$ cat src/design/mpmc_pkg.sv
`timescale 1ns / 1ps
`default_nettype none
// ---------------------------------------------------------------------------
// Multi-pattern match counter package
// Shared widths, payload types, controller commands, states and status.
// ---------------------------------------------------------------------------
package mpmc_pkg;

    localparam int MAX_NODES    = 4096;
    localparam int MAX_EDGES    = 8192;
    localparam int MAX_PATTERNS = 1024;

    localparam int NODE_W  = 12;
    localparam int HASH_W  = 13;
    localparam int PAT_W   = 10;
    localparam int PCNT_W  = 11;
    localparam int SYM_W   = 16;
    localparam int MULT_W  = 10;
    localparam int CNT_W   = 16;
    localparam int QPTR_W  = NODE_W + 1;

    typedef enum logic [1:0] {
        REQ_PATTERN = 2'd0,
        REQ_BUILD   = 2'd1,
        REQ_TEXT    = 2'd2,
        REQ_READ    = 2'd3
    } t_req;

    typedef enum logic [1:0] {
        KIND_ACK   = 2'd0,
        KIND_TOTAL = 2'd1,
        KIND_HITS  = 2'd2,
        KIND_ERROR = 2'd3
    } t_kind;

    typedef struct packed {
        t_req                      req_type;
        logic signed [SYM_W-1:0]   symbol;
        logic                      final_symbol;
        logic [PAT_W-1:0]          pattern_number;
    } t_item;

    typedef struct packed {
        t_kind              result_kind;
        logic [CNT_W-1:0]   result_value;
    } t_result;

    // One slot of the edge hash table.
    typedef struct packed {
        logic               valid;
        logic [NODE_W-1:0]  parent;
        logic [SYM_W-1:0]   sym;
        logic [NODE_W-1:0]  child;
    } t_edge;

    typedef enum logic [4:0] {
        CMD_NONE,
        CMD_CLR_HASH,
        CMD_CAPTURE,
        CMD_DECODE,
        CMD_LK_START,
        CMD_LK_RD,
        CMD_LK_CHK,
        CMD_FC_RD,
        CMD_CREATE,
        CMD_P_FIN,
        CMD_P_COMMIT,
        CMD_B_START,
        CMD_B_CHILD,
        CMD_B_SYM,
        CMD_LK_FL_RD,
        CMD_K_NEXT,
        CMD_B_SETLINK,
        CMD_B_NEXT,
        CMD_B_POP,
        CMD_B_POPD,
        CMD_B_POPD2,
        CMD_ACK,
        CMD_T_SETP,
        CMD_T_WALK,
        CMD_T_WCHK,
        CMD_T_END,
        CMD_T_CLR,
        CMD_R_START,
        CMD_R_PEND,
        CMD_R_HIT,
        CMD_EMIT
    } t_cmd;

    typedef enum logic [5:0] {
        S_INIT,
        S_IDLE,
        S_DECODE,
        S_LK_START,
        S_LK_RD,
        S_LK_CHK,
        S_P_LKD,
        S_P_FC,
        S_P_CREATE,
        S_P_FIN,
        S_P_COMMIT,
        S_B_START,
        S_B_CHILD,
        S_B_SYM,
        S_B_LKD,
        S_B_KN,
        S_B_SET,
        S_B_NEXT,
        S_B_POP,
        S_B_POPD,
        S_B_POPD2,
        S_B_DONE,
        S_T_LKD,
        S_T_KN,
        S_T_SETP,
        S_T_WALK,
        S_T_WCHK,
        S_T_END,
        S_T_CLR,
        S_R_START,
        S_R_PEND,
        S_R_HIT,
        S_EMIT
    } t_state;

    typedef struct packed {
        t_req   req_type;
        logic   fin;
        logic   negative;
        logic   lk_empty;
        logic   lk_match;
        logic   child_nz;
        logic   key_zero;
        logic   can_create;
        logic   p_bad;
        logic   u_zero;
        logic   v_zero;
        logic   q_empty;
        logic   f_zero;
        logic   seen_eq;
        logic   tc_wrap;
        logic   rd_bad;
        logic   out_free;
        logic   clr_hash_last;
        logic   clr_node_last;
    } t_status;

    // Home slot of a (parent, symbol) key; stored symbols are never negative.
    function automatic logic [HASH_W-1:0] edge_hash(input logic [NODE_W-1:0] node,
                                                    input logic [SYM_W-1:0] sym);
        return sym[12:0] ^ {node, 1'b0} ^ {11'b0, sym[14:13]} ^ {12'b0, node[11]};
    endfunction

endpackage
`default_nettype wire

$ cat src/design/mpmc_ctrl.sv
`timescale 1ns / 1ps
`default_nettype none
// ---------------------------------------------------------------------------
// Multi-pattern match counter controller
// Sequences loading, link building, text matching and reads over the datapath.
// ---------------------------------------------------------------------------
module mpmc_ctrl (
    input  wire logic               i_clk,
    input  wire logic               i_rst_n,
    input  wire logic               i_valid,
    output logic                    o_stall,
    output mpmc_pkg::t_cmd          o_cmd,
    input  wire mpmc_pkg::t_status  i_status
);
    import mpmc_pkg::*;

    t_state r_state, n_state;
    // State to resume at when a hash lookup finishes.
    t_state r_ret, n_ret;

    always_ff @(posedge i_clk) begin
        if (!i_rst_n) begin
            r_state <= S_INIT;
            r_ret   <= S_IDLE;
        end else begin
            r_state <= n_state;
            r_ret   <= n_ret;
        end
    end

    always_comb begin
        n_state = r_state;
        n_ret   = r_ret;
        unique case (r_state)
            S_INIT:     if (i_status.clr_hash_last) n_state = S_IDLE;
            S_IDLE:     if (i_valid) n_state = S_DECODE;
            S_DECODE: begin
                unique case (i_status.req_type)
                    REQ_PATTERN: begin
                        if (i_status.negative) begin
                            n_state = S_P_FIN;
                        end else begin
                            n_state = S_LK_START;
                            n_ret   = S_P_LKD;
                        end
                    end
                    REQ_BUILD:   n_state = S_B_START;
                    REQ_TEXT: begin
                        if (i_status.negative) begin
                            n_state = S_T_SETP;
                        end else begin
                            n_state = S_LK_START;
                            n_ret   = S_T_LKD;
                        end
                    end
                    REQ_READ:    n_state = S_R_START;
                    default:     n_state = S_IDLE;
                endcase
            end
            S_LK_START: n_state = S_LK_RD;
            S_LK_RD:    n_state = S_LK_CHK;
            S_LK_CHK: begin
                if (i_status.lk_empty || i_status.lk_match) n_state = r_ret;
                else n_state = S_LK_RD;
            end
            S_P_LKD: begin
                if (!i_status.child_nz && i_status.can_create) n_state = S_P_FC;
                else n_state = S_P_FIN;
            end
            S_P_FC:     n_state = S_P_CREATE;
            S_P_CREATE: n_state = S_P_FIN;
            S_P_FIN: begin
                if (i_status.p_bad) n_state = S_EMIT;
                else if (!i_status.fin) n_state = S_IDLE;
                else n_state = S_P_COMMIT;
            end
            S_P_COMMIT: n_state = S_EMIT;
            S_B_START:  n_state = S_B_CHILD;
            S_B_CHILD: begin
                if (i_status.v_zero) n_state = S_B_POP;
                else if (i_status.u_zero) n_state = S_B_SET;
                else n_state = S_B_SYM;
            end
            S_B_SYM: begin
                n_state = S_LK_START;
                n_ret   = S_B_LKD;
            end
            S_B_LKD: begin
                if (i_status.child_nz || i_status.key_zero) n_state = S_B_SET;
                else n_state = S_B_KN;
            end
            S_B_KN: begin
                n_state = S_LK_START;
                n_ret   = S_B_LKD;
            end
            S_B_SET:    n_state = S_B_NEXT;
            S_B_NEXT:   n_state = S_B_CHILD;
            S_B_POP: begin
                if (i_status.q_empty) n_state = S_B_DONE;
                else n_state = S_B_POPD;
            end
            S_B_POPD:   n_state = S_B_POPD2;
            S_B_POPD2:  n_state = S_B_CHILD;
            S_B_DONE:   n_state = S_EMIT;
            S_T_LKD: begin
                if (i_status.child_nz || i_status.key_zero) n_state = S_T_SETP;
                else n_state = S_T_KN;
            end
            S_T_KN: begin
                n_state = S_LK_START;
                n_ret   = S_T_LKD;
            end
            S_T_SETP:   n_state = S_T_WALK;
            S_T_WALK: begin
                if (i_status.f_zero) n_state = S_T_END;
                else n_state = S_T_WCHK;
            end
            S_T_WCHK: begin
                if (i_status.seen_eq) n_state = S_T_END;
                else n_state = S_T_WALK;
            end
            S_T_END: begin
                if (!i_status.fin) n_state = S_IDLE;
                else if (i_status.tc_wrap) n_state = S_T_CLR;
                else n_state = S_EMIT;
            end
            S_T_CLR:    if (i_status.clr_node_last) n_state = S_EMIT;
            S_R_START: begin
                if (i_status.rd_bad) n_state = S_EMIT;
                else n_state = S_R_PEND;
            end
            S_R_PEND:   n_state = S_R_HIT;
            S_R_HIT:    n_state = S_EMIT;
            S_EMIT:     if (i_status.out_free) n_state = S_IDLE;
            default:    n_state = S_IDLE;
        endcase
    end

    always_comb begin
        o_stall = (r_state != S_IDLE);
        unique case (r_state)
            S_INIT:     o_cmd = CMD_CLR_HASH;
            S_IDLE:     o_cmd = i_valid ? CMD_CAPTURE : CMD_NONE;
            S_DECODE:   o_cmd = CMD_DECODE;
            S_LK_START: o_cmd = CMD_LK_START;
            S_LK_RD:    o_cmd = CMD_LK_RD;
            S_LK_CHK:   o_cmd = CMD_LK_CHK;
            S_P_LKD:    o_cmd = CMD_NONE;
            S_P_FC:     o_cmd = CMD_FC_RD;
            S_P_CREATE: o_cmd = CMD_CREATE;
            S_P_FIN:    o_cmd = CMD_P_FIN;
            S_P_COMMIT: o_cmd = CMD_P_COMMIT;
            S_B_START:  o_cmd = CMD_B_START;
            S_B_CHILD:  o_cmd = CMD_B_CHILD;
            S_B_SYM:    o_cmd = CMD_B_SYM;
            S_B_LKD:    o_cmd = CMD_LK_FL_RD;
            S_B_KN:     o_cmd = CMD_K_NEXT;
            S_B_SET:    o_cmd = CMD_B_SETLINK;
            S_B_NEXT:   o_cmd = CMD_B_NEXT;
            S_B_POP:    o_cmd = CMD_B_POP;
            S_B_POPD:   o_cmd = CMD_B_POPD;
            S_B_POPD2:  o_cmd = CMD_B_POPD2;
            S_B_DONE:   o_cmd = CMD_ACK;
            S_T_LKD:    o_cmd = CMD_LK_FL_RD;
            S_T_KN:     o_cmd = CMD_K_NEXT;
            S_T_SETP:   o_cmd = CMD_T_SETP;
            S_T_WALK:   o_cmd = CMD_T_WALK;
            S_T_WCHK:   o_cmd = CMD_T_WCHK;
            S_T_END:    o_cmd = CMD_T_END;
            S_T_CLR:    o_cmd = CMD_T_CLR;
            S_R_START:  o_cmd = CMD_R_START;
            S_R_PEND:   o_cmd = CMD_R_PEND;
            S_R_HIT:    o_cmd = CMD_R_HIT;
            S_EMIT:     o_cmd = CMD_EMIT;
            default:    o_cmd = CMD_NONE;
        endcase
    end

endmodule
`default_nettype wire

$ cat config.mk
export PLATFORM = sky130hd
export DESIGN_NAME = mpmc_ctrl
export DESIGN_NICKNAME = d
export VERILOG_FILES = /design/src/design/mpmc_pkg.sv /design/src/design/mpmc_ctrl.sv
export SDC_FILE = /design/constraint.sdc
export NUM_CORES = 1
export LEC_CHECK = 0
export BUFFER_PORTS_ARGS = -buffer_cell sky130_fd_sc_hd__buf_2
export CAP_MARGIN = 25
export CELL_PAD_IN_SITES_DETAIL_PLACEMENT = 0
export CELL_PAD_IN_SITES_GLOBAL_PLACEMENT = 2
export CORE_ASPECT_RATIO = 0.75
export CORE_MARGIN = 1.5
export CORE_UTILIZATION = 26
export CTS_BUF_LIST = sky130_fd_sc_hd__clkbuf_8 sky130_fd_sc_hd__clkbuf_16
export DETAILED_ROUTE_END_ITERATION = 12
export GPL_ROUTABILITY_DRIVEN = 0
export PLACE_DENSITY = 0.83
export SETUP_SLACK_MARGIN = 0.05
export SYNTH_ARGS = -nofsm -noshare
export SYNTH_HDL_FRONTEND = slang
export SYNTH_SLANG_ARGS = --single-unit
$ cat constraint.sdc
create_clock -name i_clk -period 1.8 [get_ports i_clk]
set_input_delay 0.36 -clock i_clk [delete_from_list [all_inputs] [get_ports i_clk]]
set_output_delay 0.36 -clock i_clk [all_outputs]
set_load 0.1 [all_outputs]
==> metrics.txt, run 1 <==
Tcrit/Tclk final 1.13; vias after detailed routing 1888; worst-skew pair later-pin latency 240 ps; WP buf/inv 1; slew of the pin with the lowest slew margin 428 ps; Clock Tree Root clkbuf_8; die width 85.1 microns; Final Skew 2.75 ps; WL/cell 16.8 microns; fraction of registers with async set/reset 0; Syn Std Cell Area 1310 sq um; worst-path fanout max 6; initial core utilization 0.270; final hold slack 384 ps; clk slew on worst S/H paths 50 ps; leakage 0.935 nW; share of cells above drive strength 1 0.471; vias in the first global route 1728; largest net degree at the start of global routing 13; Critical Path AT 1680 ps; # setup viols final 13; Post-synth EDFFs 0; Chip Height 64.6 microns; status finished with violations; first-pass GRT wire length 8.63 mm; CTS Buffer Depth 2; Hold WC Path Type in -> reg; GR Overflow Total 0; Layout area overhead 75.0%; Tmin final 2040 ps; Yosys warnings 0; Iteration-0 DRC Markers 239; final setup margin -242 ps; Routed Antenna Nets 0; # nets final 297; slowest CP cell dfxtp_4; diode count 0; RSZ-0062 raised after global routing true; Max Slew Vio Count 0; DP Wirelength 4.15 mm; synthesized area per cell 6.70 sq um; Via-to-Cell Ratio 5.69; Pre-Repair DR Iteration Count 10; power per cell area 954 nW/um^2; crit-path leading delay family compound AO/OA/AOI/OAI gates; Syn Inst Count 196; CP Cell Sequence nand2_1, xnor2_1, a211oi_1, o21ai_0, o211ai_1, buf_12; worst hold stages 2; Hold-fix buffers, CTS 0; TritonCTS clock tree built; fillers 469; CTS Buf Count 3; flop and latch count out of synthesis 10; Net Count, Synth 219; Cell variety after synth 53; Slew headroom 0.714; Post-route DRC 3; Setup crit end kind output pin; core area 4870 sq um; Startpoint Class flip-flop; Hold Path Origin i_rst_n; Synth Flop Type dfxtp_1; GRT Total Usage 0.199; CP max stage delay 380 ps; Synth top area share 0.152; area of the die 5490 sq um; initial antenna violation count 0; Total Wirelength 5.59 mm; top post-synthesis cells by area dfxtp_1 15%, nor2_1 5.7%, nand2_1 4.6%; flop2flop setup slack -90 ps; max cap viols 0; Worst VDD drop 0.458 mV; fmax 490 MHz; Cell Area, Placed 1970 sq um; count leader, synth nor2_1; H-tree Lvls 1; largest area contributor in the synthesized netlist dfxtp_1; CTS sink cnt 10; worst path required time 1440 ps; Reg2Reg Launch Point r_state[3]$_SDFFE_PN0P_; worst r2r path cells 7; final count of hold timing violations 0; Setup Crit Path Kind reg -> out; R2R Path End r_ret[2]$_SDFFE_PN0P_; post-route cell area 2300 sq um; failing checks DRC, setup timing; Hold Path End r_ret[0]$_SDFFE_PN1P_; row cnt 22; total I/O pin count 29; Port Buf Inserts 28; Seq/Total Area, Yosys 0.152; Post-synth top cells 20 x nor2_1, 16 x nand2_1, 11 x o21ai_0, 10 x a21oi_1, 10 x dfxtp_1
## layout make-up
cell class	instances	area (sq um)	area share
timing repair buffer	88	707	0.308
sequential	10	223	0.0969
inverter	10	37.5	0.0163
tap	60	75.1	0.0327
multi-input combinational	161	1210	0.529
clock buffer	3	41.3	0.0180
## layer usage
metal  global-route usage  up-vias  routed length (microns)
li1                     -      896                        -
met1                0.290      887                     2590
met2                0.281       96                     2430
met3               0.0522        9                      506
met4               0.0594        0                       65
met5                    0        -                        0
## worst max-delay path by stage
stage	from	endpoint	slack (ps)	cells past startpoint
detailed placement	r_state[1]$_SDFFE_PN0P_	r_state[0]$_SDFFE_PN0P_	-210	6
finish	r_state[4]$_SDFFE_PN0P_	o_cmd[1]	-240	6
global placement	r_state[1]$_SDFFE_PN0P_	r_state[0]$_SDFFE_PN0P_	-140	6
CTS	r_state[3]$_SDFFE_PN0P_	o_cmd[2]	-130	5
floorplan	r_state[3]$_SDFFE_PN0P_	o_cmd[1]	-950	7
global route	r_state[4]$_SDFFE_PN0P_	o_cmd[1]	-290	6
## logic make-up (layout without fill, tap and decap cells)
logic type	Yosys count	after routing	share of synthesized area
AO/OA/AOI/OAI	68	68	0.369
XOR/XNOR	4	4	0.0267
adder cells (fa/ha/maj)	1	1	0.00762
buffers and inverters	25	101	0.0752
flip-flops	10	10	0.152
multiplexers	3	3	0.0238
AND/OR/NAND/NOR	85	85	0.346
## stage by stage
stage                     utilization  setup TNS [ps]  setup slack [ps]  power [mW]  std cells
final                           0.472            -936              -242        2.19        332
after global routing            0.472           -1730              -288        2.28        332
after CTS                       0.437            -927              -128        1.96        324
after detailed placement        0.404            -586              -207        1.65        315
after global placement          0.404            -376              -135        1.66        315
after floorplan                     -           -1920              -953        1.17        196
## power breakdown
part | total, mW | switching [mW] | leakage, nW | internal (mW)
logic | 1.64 | 0.921 | 0.828 | 0.718
registers | 0.310 | 0.0582 | 0.0855 | 0.252
clock network | 0.244 | 0.0963 | 0.0216 | 0.147
## cell usage in the layout, fill, tap and decap left out, types with 5 or more instances in the layout
cell	Yosys	final
buf_4	0	53
a21oi_1	10	9
buf_6	0	7
nor2_1	20	14
inv_1	9	9
buf_12	0	6
o21ai_0	11	8
buf_2	4	22
nor3_1	7	6
nor2_4	0	5
nand2_1	16	15
dfxtp_4	0	6
a31oi_1	7	6
nand2b_1	7	7
## state kept, by name (all words and copies together), names as in the netlist
register / flops
r_state: 6
r_ret: 4
## timing repair
item                                    4_1_cts  5_1_grt
gates resized for setup                      23       25
cloned                                        0        0
pin swaps                                     8       13
buffers inserted                              6        8
endpoints found under the setup margin       16       16
(Power assumes the default switching activity.)
==> run 2, diff against run 1 <==
HOLD_SLACK_MARGIN = 0.05   (was not set)
SKIP_CTS_REPAIR_TIMING = 1   (was not set)
==> run 2 against run 1 <==
  * Highest routed layer unchanged
  * Sequential share of layout area about the same
  * Via count decreased by 2.7%
  * Design area decreased by 0.16%
  * Total power decreased by 3.0%
  * Fmax increased by 3.2%
  * The flow still finishes with violations (DRC, setup timing)
  * Sequential power about the same
  * Register-to-register slack improved by 60 ps
  * Wire length decreased by 1.9%
  * First-iteration DRC count decreased by 20%
  * Critical endpoint unchanged
==> metrics.txt, run 2 (synthesized netlist as in run 1, its figures left out) <==
Critical Path AT 1620 ps; vias in the first global route 1661; area of the die 5490 sq um; RSZ-0062 raised after global routing true; Clk pwr share 0.114; worst-skew pair later-pin latency 240 ps; GR Overflow Total 0; final count of hold timing violations 0; Cell Area, Placed 1970 sq um; core area 4870 sq um; Hold WC Path Type in -> reg; switch share 0.503; worst path required time 1440 ps; Comb power frac 0.740; row cnt 22; Clock Tree Root clkbuf_8; CTS sink cnt 10; initial antenna violation count 0; die width 85.1 microns; worst-path fanout max 9; status finished with violations; TNS Setup -664 ps; # nets final 292; fmax 505 MHz; failing checks DRC, setup timing; Routed Antenna Nets 0; first-pass GRT wire length 8.36 mm; WL/cell 16.8 microns; crit-path leading delay family buffers and inverters; non-filler cells, final 327; Slew headroom 0.707; leakage 0.931 nW; DP Wirelength 4.15 mm; sw power 1.07 mW; # setup viols final 12; placed instance count 315; max cap viols 0; largest net degree at the start of global routing 13; Final Skew 4.93 ps; Tmin final 1980 ps; most common cell after layout, fill and taps aside buf_4; slew of the pin with the lowest slew margin 439 ps; vias after detailed routing 1837; final setup margin -180 ps; Startpoint Class flip-flop; power per cell area 927 nW/um^2; post-route cell area 2290 sq um; Tcrit/Tclk final 1.10; slowest CP cell dfxtp_4; CTS Buffer Depth 2; Largest regs r_state: 6 flops, r_ret: 4 flops; Pre-Repair DR Iteration Count 8; Layout area overhead 74.7%; Chip Height 64.6 microns; total I/O pin count 29; initial core utilization 0.270; most frequent cells in the layout 49 x buf_4, 22 x buf_2, 15 x nand2_1, 13 x nor2_1, 9 x inv_1; Internal 1.06 mW; CP Cell Sequence buf_4, nor2_1, a21oi_1, o21ai_0, o211ai_1, clkbuf_16; CP max stage delay 370 ps; GRT Total Usage 0.193; Setup Crit Path Kind reg -> out; Max Slew Vio Count 0; Largest register FFs 6; Port Buf Inserts 28; Total Wirelength 5.48 mm; Setup crit end kind output pin; share of cells above drive strength 1 0.502; H-tree Lvls 1; Seq pwr share 0.146; Iteration-0 DRC Markers 192; CTS Buf Count 3; Largest Register r_state; Via-to-Cell Ratio 5.62; Worst VDD drop 0.418 mV; TritonCTS clock tree built; Post-route DRC 3; WP buf/inv 2; diode count 0; utilization after layout 0.471; clk slew on worst S/H paths 50 ps
-- run 2: cell types whose count changed in the layout (fill, tap and decap cells not counted), moves of 2 or more --
cell     change
buf_4        -4
buf_12       -2
a32oi_2      +2
a21oi_1      -2
nor2_2       +2
a32oi_1      -2
-- run 2: layout make-up --
type | count | area [sq um]
well taps | 60 | 75.1
inverters | 10 | 37.5
fillers | 469 | 2580
repair buffers | 83 | 658
multi-input cells | 161 | 1260
clock buffers | 3 | 41.3
flip-flops and latches | 10 | 223
-- run 2: worst paths after layout --
path                                              start                     to  slack, ps  depth (start not counted)
worst min register to register    r_ret[0]$_SDFFE_PN1P_  r_ret[0]$_SDFFE_PN1P_        470                          2
worst min-delay path                            i_rst_n  r_ret[0]$_SDFFE_PN1P_        390                          2
worst max-delay path            r_state[1]$_SDFFE_PN0P_               o_cmd[1]       -180                          6
worst max register to register  r_state[4]$_SDFFE_PN0P_  r_ret[3]$_SDFFE_PN0P_        -30                          6
-- run 2: power by group through the flow --
stage | Combinational (mW) | Sequential [mW] | Clock [mW]
after floorplan | 0.905 | 0.267 | 0
after global placement | 1.36 | 0.297 | 0
after detailed placement | 1.35 | 0.303 | 0
after CTS | 1.36 | 0.298 | 0.247
after global routing | 1.65 | 0.317 | 0.248
final | 1.57 | 0.310 | 0.243
-- run 2: through the flow --
step | hold WS [ps] | worst slack, ps | power, mW
floorplan | 432 | -953 | 1.17
global placement | 450 | -135 | 1.66
detailed placement | 452 | -207 | 1.65
CTS | 377 | -294 | 1.90
global route | 400 | -242 | 2.22
finish | 388 | -180 | 2.13
-- run 2: routing by layer --
| metal | part of all wire | up-vias | routed length [microns] | GRT usage |
|---|---|---|---|---|
| met4 | 0.0086 | 0 | 47 | 0.0471 |
| met3 | 0.078 | 4 | 429 | 0.0459 |
| met1 | 0.45 | 875 | 2490 | 0.292 |
| met2 | 0.46 | 68 | 2510 | 0.271 |
| met5 | 0 | - | 0 | 0 |
| li1 | - | 890 | - | - |
